==> config.mk <==
export PLATFORM = sky130hd
export DESIGN_NAME = integer_to_ascii_field_formatter
export DESIGN_NICKNAME = d
export VERILOG_FILES = /design/src/hdl/itoa_fmt_pkg.sv /design/src/hdl/itoa_fmt_queue.sv /design/src/hdl/itoa_fmt_front.sv /design/src/hdl/itoa_fmt_back.sv /design/src/hdl/integer_to_ascii_field_formatter.sv
export SDC_FILE = /design/constraint.sdc
export NUM_CORES = 1
export LEC_CHECK = 0
export BUFFER_PORTS_ARGS = -buffer_cell sky130_fd_sc_hd__buf_2
export CAP_MARGIN = 20
export CORE_ASPECT_RATIO = 0.6
export CORE_MARGIN = 3
export CORE_UTILIZATION = 55
export DETAILED_ROUTE_END_ITERATION = 12
export PLACE_DENSITY = 0.76
export SETUP_SLACK_MARGIN = 0.3
export SYNTH_ARGS = -nofsm -noshare
export SYNTH_HDL_FRONTEND = slang
export SYNTH_SLANG_ARGS = --single-unit
==> constraint.sdc <==
create_clock -name clk -period 4.65 [get_ports clk]
set_input_delay 0.6975 -clock clk [delete_from_list [all_inputs] [get_ports clk]]
set_output_delay 0.6975 -clock clk [all_outputs]
set_load 0.02 [all_outputs]
==> src/hdl/itoa_fmt_pkg.sv <==
// Shared types, constants and helpers for the integer-to-ASCII field formatter.
// No dependencies; imported by every module of the block.
package itoa_fmt_pkg;

  // Field width limit; pad_width above it is clipped.
  localparam int MAX_WIDTH = 32;
  localparam int WW        = $clog2(MAX_WIDTH + 1);

  // Request modes
  localparam logic [2:0] MODE_SDEC = 3'd0;
  localparam logic [2:0] MODE_UDEC = 3'd1;
  localparam logic [2:0] MODE_HEXL = 3'd2;
  localparam logic [2:0] MODE_HEXU = 3'd3;
  localparam logic [2:0] MODE_PTR  = 3'd4;

  // ASCII codes
  localparam logic [7:0] CH_SPACE = 8'h20;
  localparam logic [7:0] CH_MINUS = 8'h2D;
  localparam logic [7:0] CH_ZERO  = 8'h30;
  localparam logic [7:0] CH_X     = 8'h78;
  localparam logic [7:0] CH_UA    = 8'h41;
  localparam logic [7:0] CH_LA    = 8'h61;

  // Descriptor queue
  localparam int QDEPTH = 2;
  localparam int QAW    = $clog2(QDEPTH);

  typedef enum logic [1:0] {
    PRE_NONE,
    PRE_MINUS,
    PRE_HEX
  } prefix_t;

  typedef enum logic [1:0] {
    F_IDLE,
    F_CONV,
    F_PUSH
  } front_state_t;

  typedef enum logic [2:0] {
    B_IDLE,
    B_LPAD,
    B_SIGN,
    B_ZERO,
    B_X,
    B_DIG,
    B_TPAD
  } back_state_t;

  // One formatted field, ready to be emitted
  typedef struct packed {
    logic [63:0]   digits;  // 16 nibbles, BCD or hex
    logic [4:0]    nd;      // number of significant digits, 1..16
    prefix_t       pre;
    logic          upper;
    logic          left;
    logic [WW-1:0] pad;     // number of padding spaces
  } desc_t;

  typedef struct packed {
    logic full;
    logic empty;
  } q_stat_t;

  function automatic logic [7:0] digit_char(input logic [3:0] nib, input logic upper);
    logic [7:0] base;
    begin
      base = upper ? CH_UA : CH_LA;
      if (nib < 4'd10)
        digit_char = CH_ZERO + {4'b0, nib};
      else
        digit_char = base + {4'b0, nib} - 8'd10;
    end
  endfunction

endpackage

==> src/hdl/itoa_fmt_queue.sv <==
// Two-entry descriptor queue between the front (conversion) and back (emit) parts.
// Depends on itoa_fmt_pkg.
module itoa_fmt_queue (
  input  logic                 clk,
  input  logic                 rst_n,
  input  logic                 push,
  input  itoa_fmt_pkg::desc_t  push_desc,
  input  logic                 pop,
  output itoa_fmt_pkg::desc_t  head_desc,
  output itoa_fmt_pkg::q_stat_t qst
);
  import itoa_fmt_pkg::*;

  desc_t          mem_r [QDEPTH];
  logic [QAW-1:0] wp_r, wp_nxt;
  logic [QAW-1:0] rp_r, rp_nxt;
  logic [QAW:0]   cnt_r, cnt_nxt;
  logic           do_push, do_pop;

  assign qst.full  = (cnt_r == (QAW+1)'(QDEPTH));
  assign qst.empty = (cnt_r == '0);
  assign do_push   = push && !qst.full;
  assign do_pop    = pop && !qst.empty;
  assign head_desc = mem_r[rp_r];

  always_comb begin
    wp_nxt  = do_push ? wp_r + 1'b1 : wp_r;
    rp_nxt  = do_pop ? rp_r + 1'b1 : rp_r;
    cnt_nxt = cnt_r + (QAW+1)'(do_push) - (QAW+1)'(do_pop);
  end

  always_ff @(posedge clk) begin
    if (!rst_n) begin
      wp_r  <= '0;
      rp_r  <= '0;
      cnt_r <= '0;
    end else begin
      wp_r  <= wp_nxt;
      rp_r  <= rp_nxt;
      cnt_r <= cnt_nxt;
    end
  end

  always_ff @(posedge clk) begin
    if (do_push)
      mem_r[wp_r] <= push_desc;
  end

endmodule

==> src/hdl/itoa_fmt_front.sv <==
// Front part: takes a request, converts decimal values to BCD bit-serially,
// sizes the field and hands a descriptor to the queue. Depends on itoa_fmt_pkg.
module itoa_fmt_front (
  input  logic                  clk,
  input  logic                  rst_n,
  input  logic                  start,
  output logic                  busy,
  input  logic [2:0]            in_mode,
  input  logic [63:0]           in_value,
  input  logic [5:0]            in_pad_width,
  input  logic                  in_left_align,
  input  itoa_fmt_pkg::q_stat_t qst,
  output logic                  push,
  output itoa_fmt_pkg::desc_t   push_desc
);
  import itoa_fmt_pkg::*;

  localparam logic [4:0] CONV_LAST = 5'd31;
  localparam logic [6:0] MAXW7     = 7'(MAX_WIDTH);

  front_state_t  st_r, st_nxt;
  logic [31:0]   sh_r, sh_nxt;
  logic [4:0]    cnt_r, cnt_nxt;
  logic [63:0]   dig_r, dig_nxt;
  logic [2:0]    mode_r, mode_nxt;
  logic          neg_r, neg_nxt;
  logic          left_r, left_nxt;
  logic [WW-1:0] wid_r, wid_nxt;

  logic [31:0]   lo;
  logic [6:0]    pw7, wsat;
  logic [4:0]    nd, tlen;
  logic [1:0]    prelen;
  prefix_t       pre;
  logic          padded;

  // Add-3 correction on each BCD digit, then shift in the next binary bit
  function automatic logic [39:0] dabble(input logic [39:0] bcd, input logic b);
    logic [39:0] adj;
    begin
      adj = bcd;
      for (int d = 0; d < 10; d++) begin
        if (bcd[d*4 +: 4] >= 4'd5)
          adj[d*4 +: 4] = bcd[d*4 +: 4] + 4'd3;
      end
      dabble = {adj[38:0], b};
    end
  endfunction

  function automatic logic [4:0] count_digits(input logic [63:0] dig);
    logic [4:0] n;
    begin
      n = 5'd1;
      for (int k = 0; k < 16; k++) begin
        if (dig[k*4 +: 4] != 4'd0)
          n = 5'(k + 1);
      end
      count_digits = n;
    end
  endfunction

  assign busy = (st_r != F_IDLE);
  assign lo   = in_value[31:0];
  assign pw7  = {1'b0, in_pad_width};
  assign wsat = (pw7 > MAXW7) ? MAXW7 : pw7;

  // Size the field from the finished digits
  always_comb begin
    nd     = count_digits(dig_r);
    padded = (mode_r == MODE_SDEC) || (mode_r == MODE_UDEC);
    if (mode_r == MODE_PTR) begin
      pre    = PRE_HEX;
      prelen = 2'd2;
    end else if (neg_r) begin
      pre    = PRE_MINUS;
      prelen = 2'd1;
    end else begin
      pre    = PRE_NONE;
      prelen = 2'd0;
    end
    tlen             = nd + {3'b0, prelen};
    push_desc.digits = dig_r;
    push_desc.nd     = nd;
    push_desc.pre    = pre;
    push_desc.upper  = (mode_r == MODE_HEXU);
    push_desc.left   = left_r;
    push_desc.pad    = (padded && (wid_r > WW'(tlen))) ? wid_r - WW'(tlen) : '0;
  end

  always_comb begin
    st_nxt   = st_r;
    sh_nxt   = sh_r;
    cnt_nxt  = cnt_r;
    dig_nxt  = dig_r;
    mode_nxt = mode_r;
    neg_nxt  = neg_r;
    left_nxt = left_r;
    wid_nxt  = wid_r;
    push     = 1'b0;
    case (st_r)
      F_IDLE: begin
        if (start) begin
          mode_nxt = in_mode;
          left_nxt = in_left_align;
          wid_nxt  = WW'(wsat);
          neg_nxt  = (in_mode == MODE_SDEC) && lo[31];
          case (in_mode) inside
            MODE_SDEC, MODE_UDEC: begin
              sh_nxt  = ((in_mode == MODE_SDEC) && lo[31]) ? (~lo + 32'd1) : lo;
              dig_nxt = '0;
              cnt_nxt = '0;
              st_nxt  = F_CONV;
            end
            MODE_HEXL, MODE_HEXU: begin
              dig_nxt = {32'b0, lo};
              st_nxt  = F_PUSH;
            end
            MODE_PTR: begin
              dig_nxt = in_value;
              st_nxt  = F_PUSH;
            end
            default: begin
              // unused mode: drop the request
              st_nxt = F_IDLE;
            end
          endcase
        end
      end
      F_CONV: begin
        dig_nxt = {24'b0, dabble(dig_r[39:0], sh_r[31])};
        sh_nxt  = {sh_r[30:0], 1'b0};
        cnt_nxt = cnt_r + 5'd1;
        if (cnt_r == CONV_LAST)
          st_nxt = F_PUSH;
      end
      F_PUSH: begin
        // hold until the queue has room
        if (!qst.full) begin
          push   = 1'b1;
          st_nxt = F_IDLE;
        end
      end
      default: st_nxt = F_IDLE;
    endcase
  end

  always_ff @(posedge clk) begin
    if (!rst_n)
      st_r <= F_IDLE;
    else
      st_r <= st_nxt;
  end

  always_ff @(posedge clk) begin
    sh_r   <= sh_nxt;
    cnt_r  <= cnt_nxt;
    dig_r  <= dig_nxt;
    mode_r <= mode_nxt;
    neg_r  <= neg_nxt;
    left_r <= left_nxt;
    wid_r  <= wid_nxt;
  end

endmodule

==> src/hdl/itoa_fmt_back.sv <==
// Back part: pops descriptors and emits the field one character per cycle.
// Depends on itoa_fmt_pkg.
module itoa_fmt_back (
  input  logic                  clk,
  input  logic                  rst_n,
  input  itoa_fmt_pkg::q_stat_t qst,
  input  itoa_fmt_pkg::desc_t   head_desc,
  output logic                  pop,
  output logic                  out_strobe,
  output logic [7:0]            out_character,
  output logic                  out_last
);
  import itoa_fmt_pkg::*;

  back_state_t   st_r, st_nxt;
  desc_t         wk_r, wk_nxt;
  logic [WW-1:0] pcnt_r, pcnt_nxt;
  logic [3:0]    didx_r, didx_nxt;
  logic          strobe_r, strobe_nxt;
  logic [7:0]    char_r, char_nxt;
  logic          last_r, last_nxt;

  logic          tpad;

  function automatic back_state_t prefix_start(input desc_t d);
    begin
      case (d.pre)
        PRE_MINUS: prefix_start = B_SIGN;
        PRE_HEX:   prefix_start = B_ZERO;
        default:   prefix_start = B_DIG;
      endcase
    end
  endfunction

  assign out_strobe    = strobe_r;
  assign out_character = char_r;
  assign out_last      = last_r;
  assign tpad          = wk_r.left && (wk_r.pad != '0);

  always_comb begin
    st_nxt     = st_r;
    wk_nxt     = wk_r;
    pcnt_nxt   = pcnt_r;
    didx_nxt   = didx_r;
    pop        = 1'b0;
    strobe_nxt = 1'b0;
    char_nxt   = char_r;
    last_nxt   = 1'b0;
    case (st_r)
      B_IDLE: begin
        if (!qst.empty) begin
          pop      = 1'b1;
          wk_nxt   = head_desc;
          pcnt_nxt = head_desc.pad;
          didx_nxt = 4'(head_desc.nd - 5'd1);
          if (!head_desc.left && (head_desc.pad != '0))
            st_nxt = B_LPAD;
          else
            st_nxt = prefix_start(head_desc);
        end
      end
      B_LPAD: begin
        strobe_nxt = 1'b1;
        char_nxt   = CH_SPACE;
        pcnt_nxt   = pcnt_r - WW'(1);
        if (pcnt_r == WW'(1))
          st_nxt = prefix_start(wk_r);
      end
      B_SIGN: begin
        strobe_nxt = 1'b1;
        char_nxt   = CH_MINUS;
        st_nxt     = B_DIG;
      end
      B_ZERO: begin
        strobe_nxt = 1'b1;
        char_nxt   = CH_ZERO;
        st_nxt     = B_X;
      end
      B_X: begin
        strobe_nxt = 1'b1;
        char_nxt   = CH_X;
        st_nxt     = B_DIG;
      end
      B_DIG: begin
        strobe_nxt = 1'b1;
        char_nxt   = digit_char(wk_r.digits[didx_r*4 +: 4], wk_r.upper);
        didx_nxt   = didx_r - 4'd1;
        if (didx_r == 4'd0) begin
          last_nxt = !tpad;
          pcnt_nxt = wk_r.pad;
          st_nxt   = tpad ? B_TPAD : B_IDLE;
        end
      end
      B_TPAD: begin
        strobe_nxt = 1'b1;
        char_nxt   = CH_SPACE;
        pcnt_nxt   = pcnt_r - WW'(1);
        if (pcnt_r == WW'(1)) begin
          last_nxt = 1'b1;
          st_nxt   = B_IDLE;
        end
      end
      default: st_nxt = B_IDLE;
    endcase
  end

  always_ff @(posedge clk) begin
    if (!rst_n) begin
      st_r     <= B_IDLE;
      strobe_r <= 1'b0;
    end else begin
      st_r     <= st_nxt;
      strobe_r <= strobe_nxt;
    end
  end

  always_ff @(posedge clk) begin
    wk_r   <= wk_nxt;
    pcnt_r <= pcnt_nxt;
    didx_r <= didx_nxt;
    char_r <= char_nxt;
    last_r <= last_nxt;
  end

endmodule

==> src/hdl/integer_to_ascii_field_formatter.sv <==
// Top level of the integer-to-ASCII field formatter: front, descriptor queue, back.
// Depends on itoa_fmt_pkg, itoa_fmt_front, itoa_fmt_queue, itoa_fmt_back.
//
//   channel  | handshake               | payload
//   ---------+-------------------------+-------------------------------------------
//   request  | start in, busy out      | in_mode, in_value, in_pad_width, in_left_align
//   result   | out_strobe out          | out_character, out_last
//
// A request is taken when start is high and busy is low. After the transfer a
// decimal request keeps busy high through F_CONV (the bit-serial BCD converter)
// and F_PUSH (queueing); hex and pointer requests go straight to F_PUSH.
// Busy also stays high while the two-entry queue is full. The back picks up a
// descriptor in B_IDLE, then emits one registered character per cycle
// (up to MAX_WIDTH per field), so conversion of the next request overlaps emission.
// Synchronous active-low reset empties the queue and idles both parts.
// Results carry a one-cycle strobe and are never held off by the receiver.
module integer_to_ascii_field_formatter (
  input  logic        clk,
  input  logic        rst_n,
  input  logic        start,
  output logic        busy,
  input  logic [2:0]  in_mode,
  input  logic [63:0] in_value,
  input  logic [5:0]  in_pad_width,
  input  logic        in_left_align,
  output logic        out_strobe,
  output logic [7:0]  out_character,
  output logic        out_last
);
  import itoa_fmt_pkg::*;

  desc_t   push_desc, head_desc;
  q_stat_t qst;
  logic    push, pop;

  itoa_fmt_front u_front (
    .clk           (clk),
    .rst_n         (rst_n),
    .start         (start),
    .busy          (busy),
    .in_mode       (in_mode),
    .in_value      (in_value),
    .in_pad_width  (in_pad_width),
    .in_left_align (in_left_align),
    .qst           (qst),
    .push          (push),
    .push_desc     (push_desc)
  );

  itoa_fmt_queue u_queue (
    .clk       (clk),
    .rst_n     (rst_n),
    .push      (push),
    .push_desc (push_desc),
    .pop       (pop),
    .head_desc (head_desc),
    .qst       (qst)
  );

  itoa_fmt_back u_back (
    .clk           (clk),
    .rst_n         (rst_n),
    .qst           (qst),
    .head_desc     (head_desc),
    .pop           (pop),
    .out_strobe    (out_strobe),
    .out_character (out_character),
    .out_last      (out_last)
  );

endmodule

After elaboration in Yosys (flattened, before gate mapping). Memory sizes are Yosys's and may differ from the RTL's. A register that Yosys moved wholly into a read port is not among the register bits. Index checks and enable logic that the tools add are counted. W data, S select, Z words.

Equality and inequality tests: 31. Add/subtract/negate cells: 24. Reductions and logical operators: 52. Multiplexer cells: 76. Shifts and indexed selects: 1. Bitwise operators: 2. $lt $le $gt $ge: 13.

Operators by type and width (count): $mux W64 (4); $pmux W64 S2 (1); $mux W32 (3); $mux W5 (16); $pmux W32 S2 (1); $shiftx A64 B7 Y4 (1); $reduce_bool A4 Y1 (15); $ge A4 B3 Y1 const B (10); $mux W4 (10); $pmux W8 S5 (1); $add A4 B2 Y4 const B (9); $add A32 B1 Y32 const B (1); $not A32 Y32 (1); $mux W6 (4); $mux W3 (7); $pmux W3 S6 (1); $pmux W6 S3 (1); $mux W2 (8); $eq A3 B2 Y1 const B (5); $eq A3 B3 Y1 const B (5); $mux W1 (12); $pmux W3 S2 (2); $reduce_and A3 Y1 (4); $reduce_bool A6 Y1 (2); 42 further kinds (75).

Memory bits (writable): 158. Memories: 1. Register bits: 215. Output and inout bits: 11. Input bits: 77.

Memories: u_queue.mem_r (words 2, width 79, rd ports 1, clocked after memory_dff 1, wr ports 1, RTL line itoa_fmt_queue.sv:14) `desc_t mem_r [QDEPTH];`.

Depth between registers and ports, before layout. Gate-level depths: netlist of the first run.

Depth in word-level cells: 20. Mapped depth: 18. Mapped depth without buffers: 18.

Hierarchy. A second synthesis of the first run with hierarchy kept.

Cell total of the unflattened synthesis: 1218. Area, all modules: 17048.9 µm².

By module, submodules not included: itoa_fmt_front (instances 1, area an instance 6681.4 µm², cells each 649); itoa_fmt_queue (instances 1, area an instance 5969.5 µm², cells each 273); itoa_fmt_back (instances 1, area an instance 4398.0 µm², cells each 296).

Worst setup path after synthesis of the first run. OpenSTA, ideal clock, no wires.

Path kind: register to register. From: register u_front.st_r[0]. To: memory u_queue.mem_r[0][0] in the netlist's numbering (enable). Path slack: -0.107 ns. Data arrival time: 4.232 ns. Setup time: 0.525 ns. Path buffers: 0. Stages on the path, launching flop included: 4. Required time: 4.125 ns. Cells stage by stage: dfxtp_1 -> nand2b_1 -> a21oi_1 -> nor2b_1.

Word-level cells in the longest chain between the ends: 5.

RTL lines: start, declared (RTL line itoa_fmt_front.sv:21) `front_state_t st_r, st_nxt;`; start signal, assigned (RTL line itoa_fmt_front.sv:151) `st_r <= st_nxt;`; $eq A2 B2 Y1 (RTL line itoa_fmt_front.sv:100) `case (st_r)`; $mux W1 (RTL line itoa_fmt_front.sv:100); $logic_and A1 B1 Y1 (RTL line itoa_fmt_queue.sv:22) `assign do_push = push && !qst.full;`; named net u_queue.do_push (RTL line itoa_fmt_queue.sv:18) `logic do_push, do_pop;`; $mux W1 (RTL line itoa_fmt_queue.sv:45) `if (do_push)`; $mux W1 (implied by the code) (RTL line itoa_fmt_queue.sv:46) `mem_r[wp_r] <= push_desc;`; end, declared (RTL line itoa_fmt_queue.sv:14).

The timed path passes the listed nets, and every way through them passes these cells.

==> results.txt, run 1 <==
On the critical path, the stage with the largest delay is an instance of sky130_fd_sc_hd__or3b_2. Final hold analysis gives a worst-case slack of 0.354 ns. For this design, the CTS-stage hold fixing added 0 buffers. The critical path contains buffers and inverters numbering 2 combined. The pre-antenna-repair detailed-routing pass consisted of 5 iterations.

After synthesis the netlist holds a flip-flop and latch count of 371. For the number of global-route vias before repair, the log shows 9,670. The repair_antennas step left the layout with diodes totalling 0. A synthesized cell averages 13.7 um2.

For the maximum buffer depth of the clock tree, the log shows 3. The tools report the total area of sequential cells as 11,000 um2. The tools report the number of vias in the routed layout as 10,012. After routing, the total negative slack on setup checks comes to 0 ns.

The boundary pin count is 88. The run gives 0 as the remaining antenna violation count. In this run, synthesis inferred 359 flip-flops with an integrated enable. The logs give 0.000256 V for the peak supply drop and 371 for the number of sinks on the clock net. After synthesis, flip-flops and latches occupy 65.8% of the total area. The number of max-slew violations in the final report is 0. STA classifies the critical path endpoint as a register. At the end of routability-driven placement, the weighted congestion stood at 0.860.

Along the worst path, the maximum fanout reaches 4. The final routed wirelength across all metal layers came out at 35,000 um. Summing all multi-input logic gate instances after layout gives 5440 um2.

For the core box area, the log shows 29,400 um2. The worst setup path is of the register to register kind. For this run, the total global-route usage over all layers was measured as 21.6%. From bottom edge to top edge, the die measures 141 um.

At the pin with the least slew margin, the transition time is 0.952 ns. The tools report the layout filler cell count as 2,079. Using the TritonRoute via totals, the vias-per-cell ratio works out to 5.75. During placement, the flow inserted port buffers numbering 86.

After detailed routing, the average wire length per cell comes to 20.1 um. Data on the critical path is required at its endpoint by 5.02 ns. For the number of synthesis warnings, the log shows 0. TritonCTS built the clock tree.

The run finished with clean final reports. In the final design database the tool counted 1,433 nets. Max-cap violations in this run came to 0. The total design power was 10.0 mW. The worst path needs 4.22 ns of the cycle, external delays included. Entering global routing, the biggest net connects 61 pins.

The setup clock skew after layout is 0.0122 ns. The tree is rooted in a sky130_fd_sc_hd__clkbuf_16. Cells with a size suffix above 1 make up 21.9% of the layout. The count of final hold-check violations came out at 0. The tools report the peak clock frequency supported by timing as 237 MHz. The clock latency at the later pin of the worst-skew pair is 0.53 ns, and the depth of the CTS H-tree is 2. For the number of standard cells in the final layout excluding fillers, the log shows 1,741. Compared with the post-synthesis result, the final layout area differs by 13.4%. After detailed routing, the number of remaining DRC violations is 0. STA puts the critical path data arrival time at 4.59 ns. The number of core rows is 48. The first global-routing pass estimated 54,100 um of wire.

For this run, the slowest stage of the critical path takes 0.45 ns. The number of nets handed over by synthesis was 1,339. Setup violations remaining at the end of the flow were counted as 0.

Ranked by total cell area, the synthesized netlist is headed by sky130_fd_sc_hd__edfxtp_1 (64%), sky130_fd_sc_hd__mux2_2 (5.0%), sky130_fd_sc_hd__ha_1 (2.8%). Buffers inserted during clock tree synthesis total 35. The violation count after the first detailed-routing iteration came out at 1,097. The class of the tightest hold or removal check is primary input to register. Synthesis handed over a netlist of 1,222 instances. For the instance area after placement, the log shows 17,600 um2. The biggest area contributor in the post-synthesis netlist is sky130_fd_sc_hd__edfxtp_1. The number of different library cells used by synthesis comes to 65. Global routing finished with a remaining overflow of 0.

The die covers 32,700 um2. The critical path goes through inv_1 > ha_4 > or3b_2 > a31oi_1 > o211a_1 > o21a_1 > o21ai_2 > a21oi_2 > ha_2 > fa_2 > inv_1 > ha_1 > nor2b_1 > o21ai_1 > a21oi_1 > o21a_1 > or3_1 > a21oi_2. The logs give 0 for the initial antenna violation count and 36.5% for the worst slew slack as a fraction of its limit. The area share of the largest cell type after synthesis was 64.3%; the post-detailed-placement half-perimeter wirelength was 23,600 um. In this run the cell area of the synthesized design comes to 16,800 um2. Broken down by cell family, the worst path's largest delay share belongs to compound AO/OA/AOI/OAI gates. Power spread over the standard cell area amounts to 527 nW/um2. For this run, the leading register cell type out of synthesis is sky130_fd_sc_hd__edfxtp_1. For this run, asynchronously set or reset flops after synthesis account for 0%.

The run gives 19,000 um2 as the final instance area. The tools report the category of the worst setup path launch point as a register. The clock-pin slew on the worst setup and hold paths is 0.07 ns. Setup repair after global routing could not meet its margin everywhere. For this design the static power due to leakage is 6.71 nW.

The initial utilization of the core area, before any placement, comes to 57.1%. The final critical path takes up 90.7% of the cycle. Counting tap cells, the placed design contains a total of 1,669 instances. The overall die width is 231 um.
[state kept, by name, summed over array words and instances, names as in the netlist, named ones only]
register,flops
u_front.cnt_r,5
u_front.mode_r,3
u_back.didx_r,4
u_queue.mem_r,156
u_front.neg_r,1
u_back.out_last,1
u_front.left_r,1
u_back.out_strobe,1
u_queue.rp_r,1
u_front.wid_r,6
u_back.st_r,3
u_back.wk_r,74
u_front.dig_r,64
u_back.out_character,7
u_queue.cnt_r,2
u_back.pcnt_r,6
u_front.st_r,2
u_front.sh_r,32
u_queue.wp_r,1
[metal layers]
metal / track usage (%) / up-vias / part of all wire, %
li1: - / 4756 / -
met1: 33.3 / 4908 / 47
met2: 31.3 / 301 / 44
met3: 4.40 / 47 / 6.8
met4: 6.09 / 0 / 1.9
met5: 0 / - / 0
[cells in the mapped netlist (10+ instances only)]
library cell	instances
sky130_fd_sc_hd__xnor2_1	40
sky130_fd_sc_hd__nor2_1	68
sky130_fd_sc_hd__o31ai_1	12
sky130_fd_sc_hd__clkbuf_1	37
sky130_fd_sc_hd__mux4_2	16
sky130_fd_sc_hd__nand2b_1	20
sky130_fd_sc_hd__nand2_1	87
sky130_fd_sc_hd__nand3_1	17
sky130_fd_sc_hd__ha_1	38
sky130_fd_sc_hd__o22ai_1	10
sky130_fd_sc_hd__mux2_2	75
sky130_fd_sc_hd__a21oi_1	70
sky130_fd_sc_hd__nor3_1	21
sky130_fd_sc_hd__nor3b_1	17
sky130_fd_sc_hd__and2_1	11
sky130_fd_sc_hd__dfxtp_1	12
sky130_fd_sc_hd__inv_1	45
sky130_fd_sc_hd__xor2_1	22
sky130_fd_sc_hd__and3_1	27
sky130_fd_sc_hd__edfxtp_1	359
sky130_fd_sc_hd__o21ai_0	94
sky130_fd_sc_hd__nor2b_1	15
[metrics by stage]
step	utilization [%]	setup WS (ns)
after global routing	64.7	0.247
final	64.7	0.431
after global placement	59.9	0.222
after floorplan	-	0.532
after detailed placement	60.1	0.0589
after CTS	64.3	0.310
[timing repair]
item                                    4_1_cts  5_1_grt
buffers inserted                              2        8
gates cloned                                  0        0
gates resized for setup                       6       17
endpoints found under the setup margin       12       12
pin swaps                                     1        3
[cell families (layout without fill, tap and decap cells)]
| family | count (synthesis) | in the layout | synth area share, % |
|---|---|---|---|
| DFF | 371 | 371 | 65.8 |
| and+or+nand+nor | 317 | 317 | 9.81 |
| AOI/OAI and AO/OA | 230 | 230 | 7.84 |
| muxes | 101 | 101 | 7.81 |
| buffers and inverters | 100 | 219 | 2.45 |
| xor gates and xnor gates | 62 | 62 | 3.24 |
| adders and majority gates | 40 | 40 | 3.08 |
| other | 1 | 1 | 0.0224 |
[layout by cell type (no fill, tap or decap), types with 9 or more instances in the layout]
cell                        instances
sky130_fd_sc_hd__edfxtp_1         359
sky130_fd_sc_hd__buf_4             23
sky130_fd_sc_hd__o31ai_1           12
sky130_fd_sc_hd__xor2_1            22
sky130_fd_sc_hd__nand3_1           17
sky130_fd_sc_hd__nor2b_1           13
sky130_fd_sc_hd__o21ai_0           92
sky130_fd_sc_hd__nand2b_1          19
sky130_fd_sc_hd__xnor2_1           40
sky130_fd_sc_hd__nor2_1            65
sky130_fd_sc_hd__mux2i_1            9
sky130_fd_sc_hd__clkbuf_16         37
sky130_fd_sc_hd__and2_1            10
sky130_fd_sc_hd__and3_1            27
sky130_fd_sc_hd__o22ai_1           10
sky130_fd_sc_hd__nand2_1           87
sky130_fd_sc_hd__dfxtp_1           11
sky130_fd_sc_hd__inv_1             41
sky130_fd_sc_hd__mux4_2            16
sky130_fd_sc_hd__nor3b_1           17
sky130_fd_sc_hd__a21oi_1           66
sky130_fd_sc_hd__buf_2             86
sky130_fd_sc_hd__ha_1              34
sky130_fd_sc_hd__mux2_2            75
sky130_fd_sc_hd__nor3_1            19
[cell type report]
type,instances,area share (%)
repair buffers,111,3.42
well taps,400,2.63
clock inverters,17,1.22
clock buffers,45,5.14
flip-flops and latches,371,58.0
inverters,46,0.909
multi-input cells,751,28.7
[path summary, 6_finish.rpt]
path,start,cells after the start,slack (ns),endpoint
max,u_front.dig_r[12],18,0.43,u_queue.mem_r[0][5]
min,in_left_align,1,0.35,u_front.left_r
max reg2reg,u_front.dig_r[12],18,0.43,u_queue.mem_r[0][5]
min reg2reg,u_front.left_r,0,0.45,u_queue.mem_r[1][6]
[where the power goes]
part | switching [mW] | internal [mW]
Sequential | 0.424 | 4.37
Clock | 1.20 | 1.82
Combinational | 1.22 | 0.973
(Power assumes the default switching activity.)
==> run 2: changes to the inputs <==
--- a/config.mk
+++ b/config.mk
@@ -7,11 +7,13 @@
 export LEC_CHECK = 0
 export BUFFER_PORTS_ARGS = -buffer_cell sky130_fd_sc_hd__buf_2
 export CAP_MARGIN = 20
+export CELL_PAD_IN_SITES_DETAIL_PLACEMENT = 1
+export CELL_PAD_IN_SITES_GLOBAL_PLACEMENT = 2
 export CORE_ASPECT_RATIO = 0.6
 export CORE_MARGIN = 3
-export CORE_UTILIZATION = 55
+export CORE_UTILIZATION = 40
 export DETAILED_ROUTE_END_ITERATION = 12
-export PLACE_DENSITY = 0.76
+export PLACE_DENSITY_LB_ADDON = 0.1
 export SETUP_SLACK_MARGIN = 0.3
 export SYNTH_ARGS = -nofsm -noshare
 export SYNTH_HDL_FRONTEND = slang
==> run 2 against run 1 <==
Net effect: first-iteration DRC count shrank 31%; clock power up 5%; hold slack worse by 0.028 ns; sequential cell count did not move; clock-buffer cell count down 5; worst setup slack gained 0.018 ns; total power increased by 2.3%; wire length is 15% higher; die area increased by 36%; largest cell class unchanged; largest power group unchanged.
==> results.txt, run 2 (same netlist as run 1, synthesis figures left out) <==
For the instance area after placement, the log shows 17,900 um2 (+1.3%). For the post-detailed-placement half-perimeter wirelength, the log shows 27,700 um (+17%). The logs give 19,300 um2 (+1.3%) for the final instance area and 0 (unchanged) for the count of final hold-check violations. The violation count after the first detailed-routing iteration was 754 (-31%). The final period utilization came out at 90.3% (-0.38 points). The termination of the worst setup path is u_queue.mem_r[1][0]. Maximum fanout along the worst path: 6 (+2). The overall die width is 270 um (+17%).

The library cell used most frequently in the layout, excluding fill and tap cells, is sky130_fd_sc_hd__edfxtp_1. For the number of buffers added by the clock tree synthesis step, the log shows 37 (+5.7%). The run gives 0 (unchanged) as the number of max-slew violations in the final report. Vias per cell: 5.27 (-8.4%). Starting utilization of the core area: 40.9% (-16 points). The largest registers in the layout are u_queue.mem_r x156, u_back.wk_r x74, u_front.dig_r x64. The global-route wire length before repair came out at 61,800 um (+14%). The run gives 0 (unchanged) as the max-capacitance violation count. Class of the tightest hold or removal check: primary input to register. The tools report the final number of setup-violating endpoints as 0 (unchanged). Endpoint type of the worst setup path: a register.

The run finished with clean final reports. The logs give 2.86% (-1.5 points) for the routing usage on met3 and 238 MHz (+0.43%) for the peak clock frequency supported by timing. The final routed wirelength across all metal layers is 40,400 um (+15%). The total leakage power was 6.74 nW (+0.46%). The tools report the worst flop-to-flop path startpoint as u_front.dig_r[16].

The post-route minimum period came out at 4.20 ns (-0.0179 ns). TritonCTS built the clock tree. Growth of design area from synthesis to finish: 14.9%. The logs give 40,900 um2 (+39%) for the core box area and 47.0% (-18 points) for the final core utilization.

The met2 demand-to-capacity share in global routing is 25.0% (-6.3 points). The clock latency at the later pin of the worst-skew pair is 0.54 ns (about the same), and the worst slew slack as a fraction of its limit is 31.1% (-5.4 points). The required time of the worst setup path was 4.93 ns (-0.09 ns); the fraction of final layout cells with drive strength greater than 1 was 22.3% (+0.39 points). Power density over the cells: 532 nW/um2 (+0.94%). The maximum number of pins on one net before global-route repair was 75 (+23%). The sum of overflow across all layers after global routing is 0 (unchanged), and the worst reg-to-reg path cell count is 18 (unchanged). The minimum setup slack in the final design is 0.449 ns (+0.0179 ns).

The tools report the setup clock skew after layout as 0.0161 ns (+0.00384 ns). The tools report the total iterations of the first detailed-routing run as 4 (-1). The logs give 0.45 ns (+0.02 ns) for the internal reg-to-reg setup slack and 44,500 um2 (+36%) for the full die area.

met1 is the most crowded layer. The number of vias in the routed layout is 10,053 (+0.41%), and the placer's final routability congestion estimate is 0.781 (-9.2%). In this run the clock root is driven by a sky130_fd_sc_hd__clkbuf_16. The initial antenna violation count was 1 (+1); the post-layout net count was 1,439 (+0.42%). The met1 track demand over resource was 29.9% (-3.4 points); the clock-pin slew on the worst setup and hold paths was 0.07 ns (about the same). For the number of global-route vias before repair, the log shows 10,049 (+3.9%). The tools report the category of the worst setup path launch point as a register. Setup repair after global routing left no endpoint under its margin.

The endpoint identified for the worst register-to-register timing path is u_queue.mem_r[1][0]. The total design power is 10.2 mW (+2.3%). The number of port buffers was 86 (unchanged). The setup path with the least slack is of type register to register. The run gives 3 (unchanged) as the maximum buffer depth of the clock tree.

For the setup slack at placement, the log shows 0.171 ns (+0.112 ns). u_queue.mem_r holds more flip-flops than any other register. Leaving out fill and tap cells, the most frequent cells in the layout are sky130_fd_sc_hd__edfxtp_1 (359), sky130_fd_sc_hd__o21ai_0 (91), sky130_fd_sc_hd__nand2_1 (87). The worst hold margin was 0.326 ns (-0.0279 ns). The logs give 0.000250 V (-2.6%) for the peak supply drop and 1,909 (+9.6%) for the number of standard cells in the final layout excluding fillers.

The average wire per standard cell came out at 21.1 um (+5.1%). The tools report the total track usage as 18.2% (-3.4 points). The flip-flop count of the largest register, all copies and words added was 156 (unchanged); the die height was 165 um (+17%). The transition at the pin with the smallest max-transition slack is 1.03 ns (+0.0807 ns), and the number of core rows is 57 (+19%). The run gives 4.48 ns (-0.11 ns) as the arrival time at the worst endpoint.

The most critical setup path has its startpoint at u_front.dig_r[16]. Number of cells in the design after placement: 1,835 (+9.9%). For the number of sinks on the clock net, the log shows 371 (unchanged).

The depth of the CTS H-tree was 2 (unchanged). The cts-stage hold buffer count was 0 (unchanged); the final setup TNS was 0 ns (unchanged). Remaining antenna violation count: 0 (unchanged). The tools report the boundary pin count as 88 (unchanged).

The number of inserted diodes was 0 (unchanged); the post-detailed-route DRC marker count was 0 (unchanged).
run 2: where the power goes:
part	internal [mW]	switching (mW)
registers	4.37	0.463
clock network	1.86	1.31
logic	0.975	1.26
total	7.21	3.03
run 2: routing by layer:
metal  up-vias  share of wire (%)
met3        45                4.4
met4         0                1.5
met1      5034                 54
li1       4765                  -
met5         -                  0
met2       209                 40
run 2: critical path: stages, from the launching register on:
cell and delay (ns):
sky130_fd_sc_hd__edfxtp_1 0.39, sky130_fd_sc_hd__inv_1 0.11, sky130_fd_sc_hd__ha_2 0.21, sky130_fd_sc_hd__or3b_4 0.42, sky130_fd_sc_hd__o211a_1 0.25, sky130_fd_sc_hd__o21a_1 0.18
sky130_fd_sc_hd__o21ai_2 0.17, sky130_fd_sc_hd__a21oi_2 0.09, sky130_fd_sc_hd__ha_2 0.19, sky130_fd_sc_hd__fa_1 0.40, sky130_fd_sc_hd__xnor2_1 0.15, sky130_fd_sc_hd__ha_1 0.35
sky130_fd_sc_hd__a21o_1 0.20, sky130_fd_sc_hd__a21oi_1 0.17, sky130_fd_sc_hd__nor2b_1 0.09, sky130_fd_sc_hd__o22a_1 0.19, sky130_fd_sc_hd__o21ai_1 0.14, sky130_fd_sc_hd__buf_4 0.18
sky130_fd_sc_hd__nor2_1 0.07
run 2: worst min-delay path by stage:
stage | startpoint | end | cells after the start
final | in_left_align | u_front.left_r | 1
after global routing | in_left_align | u_front.left_r | 1
after CTS | in_left_align | u_front.left_r | 1
after detailed placement | u_front.left_r | u_queue.mem_r[0][6] | 0
after global placement | u_front.left_r | u_queue.mem_r[0][6] | 0
after floorplan | u_front.left_r | u_queue.mem_r[0][6] | 0
run 2: area by class of cell:
cell class	count	area (um2)
inverter	46	173
clock inverter	26	337
sequential	371	11000
timing repair buffer	115	661
tap	560	701
multi-input combinational	751	5420
clock buffer	40	937
fill	4151	21700
run 2: timing repair:
item,in CTS,in global routing
resized for setup,4,18
endpoints found under the setup margin,12,12
buffers inserted,0,8
pin swaps,1,3
==> run 3: changes to the inputs <==
--- a/config.mk
+++ b/config.mk
@@ -11,7 +11,7 @@
 export CELL_PAD_IN_SITES_GLOBAL_PLACEMENT = 2
 export CORE_ASPECT_RATIO = 0.6
 export CORE_MARGIN = 3
-export CORE_UTILIZATION = 40
+export CORE_UTILIZATION = 44
 export DETAILED_ROUTE_END_ITERATION = 12
 export PLACE_DENSITY_LB_ADDON = 0.1
 export SETUP_SLACK_MARGIN = 0.3
==> constraint.sdc (replaced) <==
create_clock -name clk -period 4 [get_ports clk]
set_input_delay 0.6 -clock clk [delete_from_list [all_inputs] [get_ports clk]]
set_output_delay 0.6 -clock clk [all_outputs]
set_load 0.02 [all_outputs]
==> run 3 against run 2 <==
Net effect: the run now ends with negative setup slack left; sequential share of layout area decreased by 0.82 points; via count grew 2.7%; worst setup slack worse by 0.48 ns; final area is 1.4% higher; first-iteration DRC count is 2.5% lower; sequential power increased by 14%; combinational power increased by 25%; core utilization up 5.8 points; global-route usage rose by 2.4 points; final cell count shrank 1.2%; register-to-register slack worse by 0.48 ns; largest cell class unchanged.
==> results.txt, run 3 (same netlist as run 1, synthesis figures left out) <==
The flow ran to the end, but the final reports show violations. The final reports fail on negative setup slack. The initial antenna violation count is 1 (unchanged).

The number of buffers added by the clock tree synthesis step was 37 (unchanged); the number of sinks on the clock net was 371 (unchanged). The tools report the starting utilization of the core area as 45.3% (+4.4 points). The sum of overflow across all layers after global routing came out at 0 (unchanged). The boundary pin count was 88 (unchanged); the global-route wire length before repair was 63,600 um (+2.9%). The arrival time at the worst endpoint came out at 4.31 ns (-0.17 ns). For the peak clock frequency supported by timing, the log shows 248 MHz (+4.2%). The path class of the tightest hold or removal check is primary input to register. The post-route minimum period came out at 4.03 ns (-0.170 ns). The logs give 12 (+12) for the final number of setup-violating endpoints and 10,462 (+4.1%) for the number of global-route vias before repair. The setup clock skew after layout came out at 0.0136 ns (-0.00250 ns). The library cells used most frequently in the layout, excluding fill and tap cells, are sky130_fd_sc_hd__edfxtp_1 (359), sky130_fd_sc_hd__o21ai_0 (90), sky130_fd_sc_hd__nand2_1 (87). The critical path start-end classification was register to register. The fraction of final layout cells with drive strength greater than 1 came out at 25.2% (+2.8 points).

The tools report the minimum setup slack in the final design as -0.0303 ns (-0.480 ns). For the number of vias in the routed layout, the log shows 10,327 (+2.7%). The cts-stage hold buffer count was 0 (unchanged). The tree is rooted in a sky130_fd_sc_hd__clkbuf_16.

The post-detailed-placement half-perimeter wirelength was 29,000 um (+5.1%); the final period utilization was 101% (+10 points). The die height is 157 um (-4.5%). The clock-pin slew on the worst setup and hold paths is 0.06 ns (about the same), and the total leakage power is 6.92 nW (+2.7%). TritonCTS built the clock tree. The largest registers in the layout are u_queue.mem_r x156, u_back.wk_r x74, u_front.dig_r x64. For the post-layout net count, the log shows 1,472 (+2.3%). The total track usage was 20.6% (+2.4 points); the post-detailed-route DRC marker count was 0 (unchanged). The maximum fanout along the worst path is 6 (unchanged), and the maximum number of pins on one net before global-route repair is 80 (+6.7%).

The run gives 34.6% (+3.4 points) as the worst slew slack as a fraction of its limit. The remaining antenna violation count was 0 (unchanged); the clock latency at the later pin of the worst-skew pair was 0.54 ns (about the same). The category of the worst setup path launch point is a register.

The core box area is 37,000 um2 (-9.7%), and the internal reg-to-reg setup slack is -0.03 ns (-0.48 ns). The run gives 2 (unchanged) as the depth of the CTS H-tree. The number of inserted diodes was 0 (unchanged); the required time of the worst setup path was 4.28 ns (-0.65 ns). The final instance area is 19,500 um2 (+1.4%), and the full die area is 40,500 um2 (-8.8%). Max-capacitance violation count: 0 (unchanged). The run gives 54 (-5.3%) as the number of core rows. The peak supply drop was 0.000300 V (+20%); the flip-flop count of the largest register, all copies and words added was 156 (unchanged). Average wire per standard cell: 22.0 um (+4.2%).

The maximum buffer depth of the clock tree was 3 (unchanged). Leaving out fill and tap cells, the most frequent cell in the layout is sky130_fd_sc_hd__edfxtp_1. The total iterations of the first detailed-routing run was 6 (+2); the violation count after the first detailed-routing iteration was 735 (-2.5%). The final routed wirelength across all metal layers was 41,600 um (+3.0%). Instance area after placement: 18,100 um2 (+1.4%). u_queue.mem_r holds more flip-flops than any other register. The final setup TNS was -0.309 ns (-0.309 ns). The number of port buffers came out at 86 (unchanged). The transition at the pin with the smallest max-transition slack is 0.978 ns (-0.0551 ns), and the placer's final routability congestion estimate is 0.779 (-0.29%). The overall die width is 258 um (-4.6%), and the power density over the cells is 613 nW/um2 (+15%).

The vias per cell was 5.47 (+3.9%); the number of max-slew violations in the final report was 0 (unchanged). The tools report the count of final hold-check violations as 0 (unchanged). Setup repair after global routing could not meet its margin everywhere. The tools report the layout filler cell count as 3,713 (-11%).

The worst setup path is captured at a register. The growth of design area from synthesis to finish is 16.6%.
==> run 3: final timing paths <==
kind,depth (start not counted),end,startpoint
setup / recovery,18,u_queue.mem_r[0][2],u_front.dig_r[17]
setup reg to reg,18,u_queue.mem_r[0][2],u_front.dig_r[17]
hold / removal,1,u_front.left_r,in_left_align
hold reg to reg,0,u_queue.mem_r[0][6],u_front.left_r
==> run 3: through the flow <==
stage | power [mW] | std cells | hold slack [ns] | setup slack, ns | utilization (%)
final | 12.0 | 1887 | 0.246 | -0.0303 | 52.9
after global routing | 12.6 | 1887 | 0.223 | -0.184 | 52.9
after CTS | 12.1 | 1883 | 0.219 | 0.0326 | 52.7
after detailed placement | 8.36 | 1807 | 0.431 | -0.231 | 49.0
after global placement | 8.27 | 1807 | 0.426 | 0.00239 | 49.0
after floorplan | 7.38 | 1222 | 0.421 | 0.191 | -
==> run 3: routing by layer <==
layer  vias up  track usage [%]  routed length, um
met2       176             28.6              16900
met4         2             4.13                554
met5         -                0                 13
met3        49             3.89               1950
li1       4848                -                  -
met1      5252             33.5              22200
==> run 3: worst max-delay path, cell delays in order, from the launching register on <==
cell                       delay, ns
sky130_fd_sc_hd__edfxtp_1       0.42
sky130_fd_sc_hd__inv_2          0.10
sky130_fd_sc_hd__ha_4           0.13
sky130_fd_sc_hd__or3b_4         0.38
sky130_fd_sc_hd__o211a_1        0.24
sky130_fd_sc_hd__o21a_1         0.20
sky130_fd_sc_hd__o21ai_2        0.14
sky130_fd_sc_hd__a21oi_2        0.08
sky130_fd_sc_hd__ha_2           0.19
sky130_fd_sc_hd__fa_2           0.53
sky130_fd_sc_hd__inv_2          0.05
sky130_fd_sc_hd__fa_2           0.35
sky130_fd_sc_hd__a21o_1         0.18
sky130_fd_sc_hd__a21oi_2        0.16
sky130_fd_sc_hd__nor2b_2        0.07
sky130_fd_sc_hd__o22a_1         0.20
sky130_fd_sc_hd__o21ai_4        0.18
sky130_fd_sc_hd__buf_12         0.14
sky130_fd_sc_hd__nor2_4         0.04
==> run 3: cell type report <==
class / count / area, um2 / share of cell area, %
sequential: 371 / 11000 / 56.4
multi-input combinational: 751 / 5510 / 28.2
clock buffer: 43 / 948 / 4.85
timing repair buffer: 148 / 933 / 4.78
tap: 504 / 631 / 3.23
clock inverter: 24 / 317 / 1.62
inverter: 46 / 173 / 0.884
==> run 3: repair_timing <==
item	CTS	global route
pin swaps	5	4
buffers inserted	9	4
resized for setup	6	9
setup endpoints to repair	12	12
==> run 3: power breakdown <==
group / switching [mW] / total [mW] / internal [mW]
Combinational: 1.57 / 2.79 / 1.21
Clock: 1.50 / 3.67 / 2.17
Sequential: 0.452 / 5.53 / 5.07
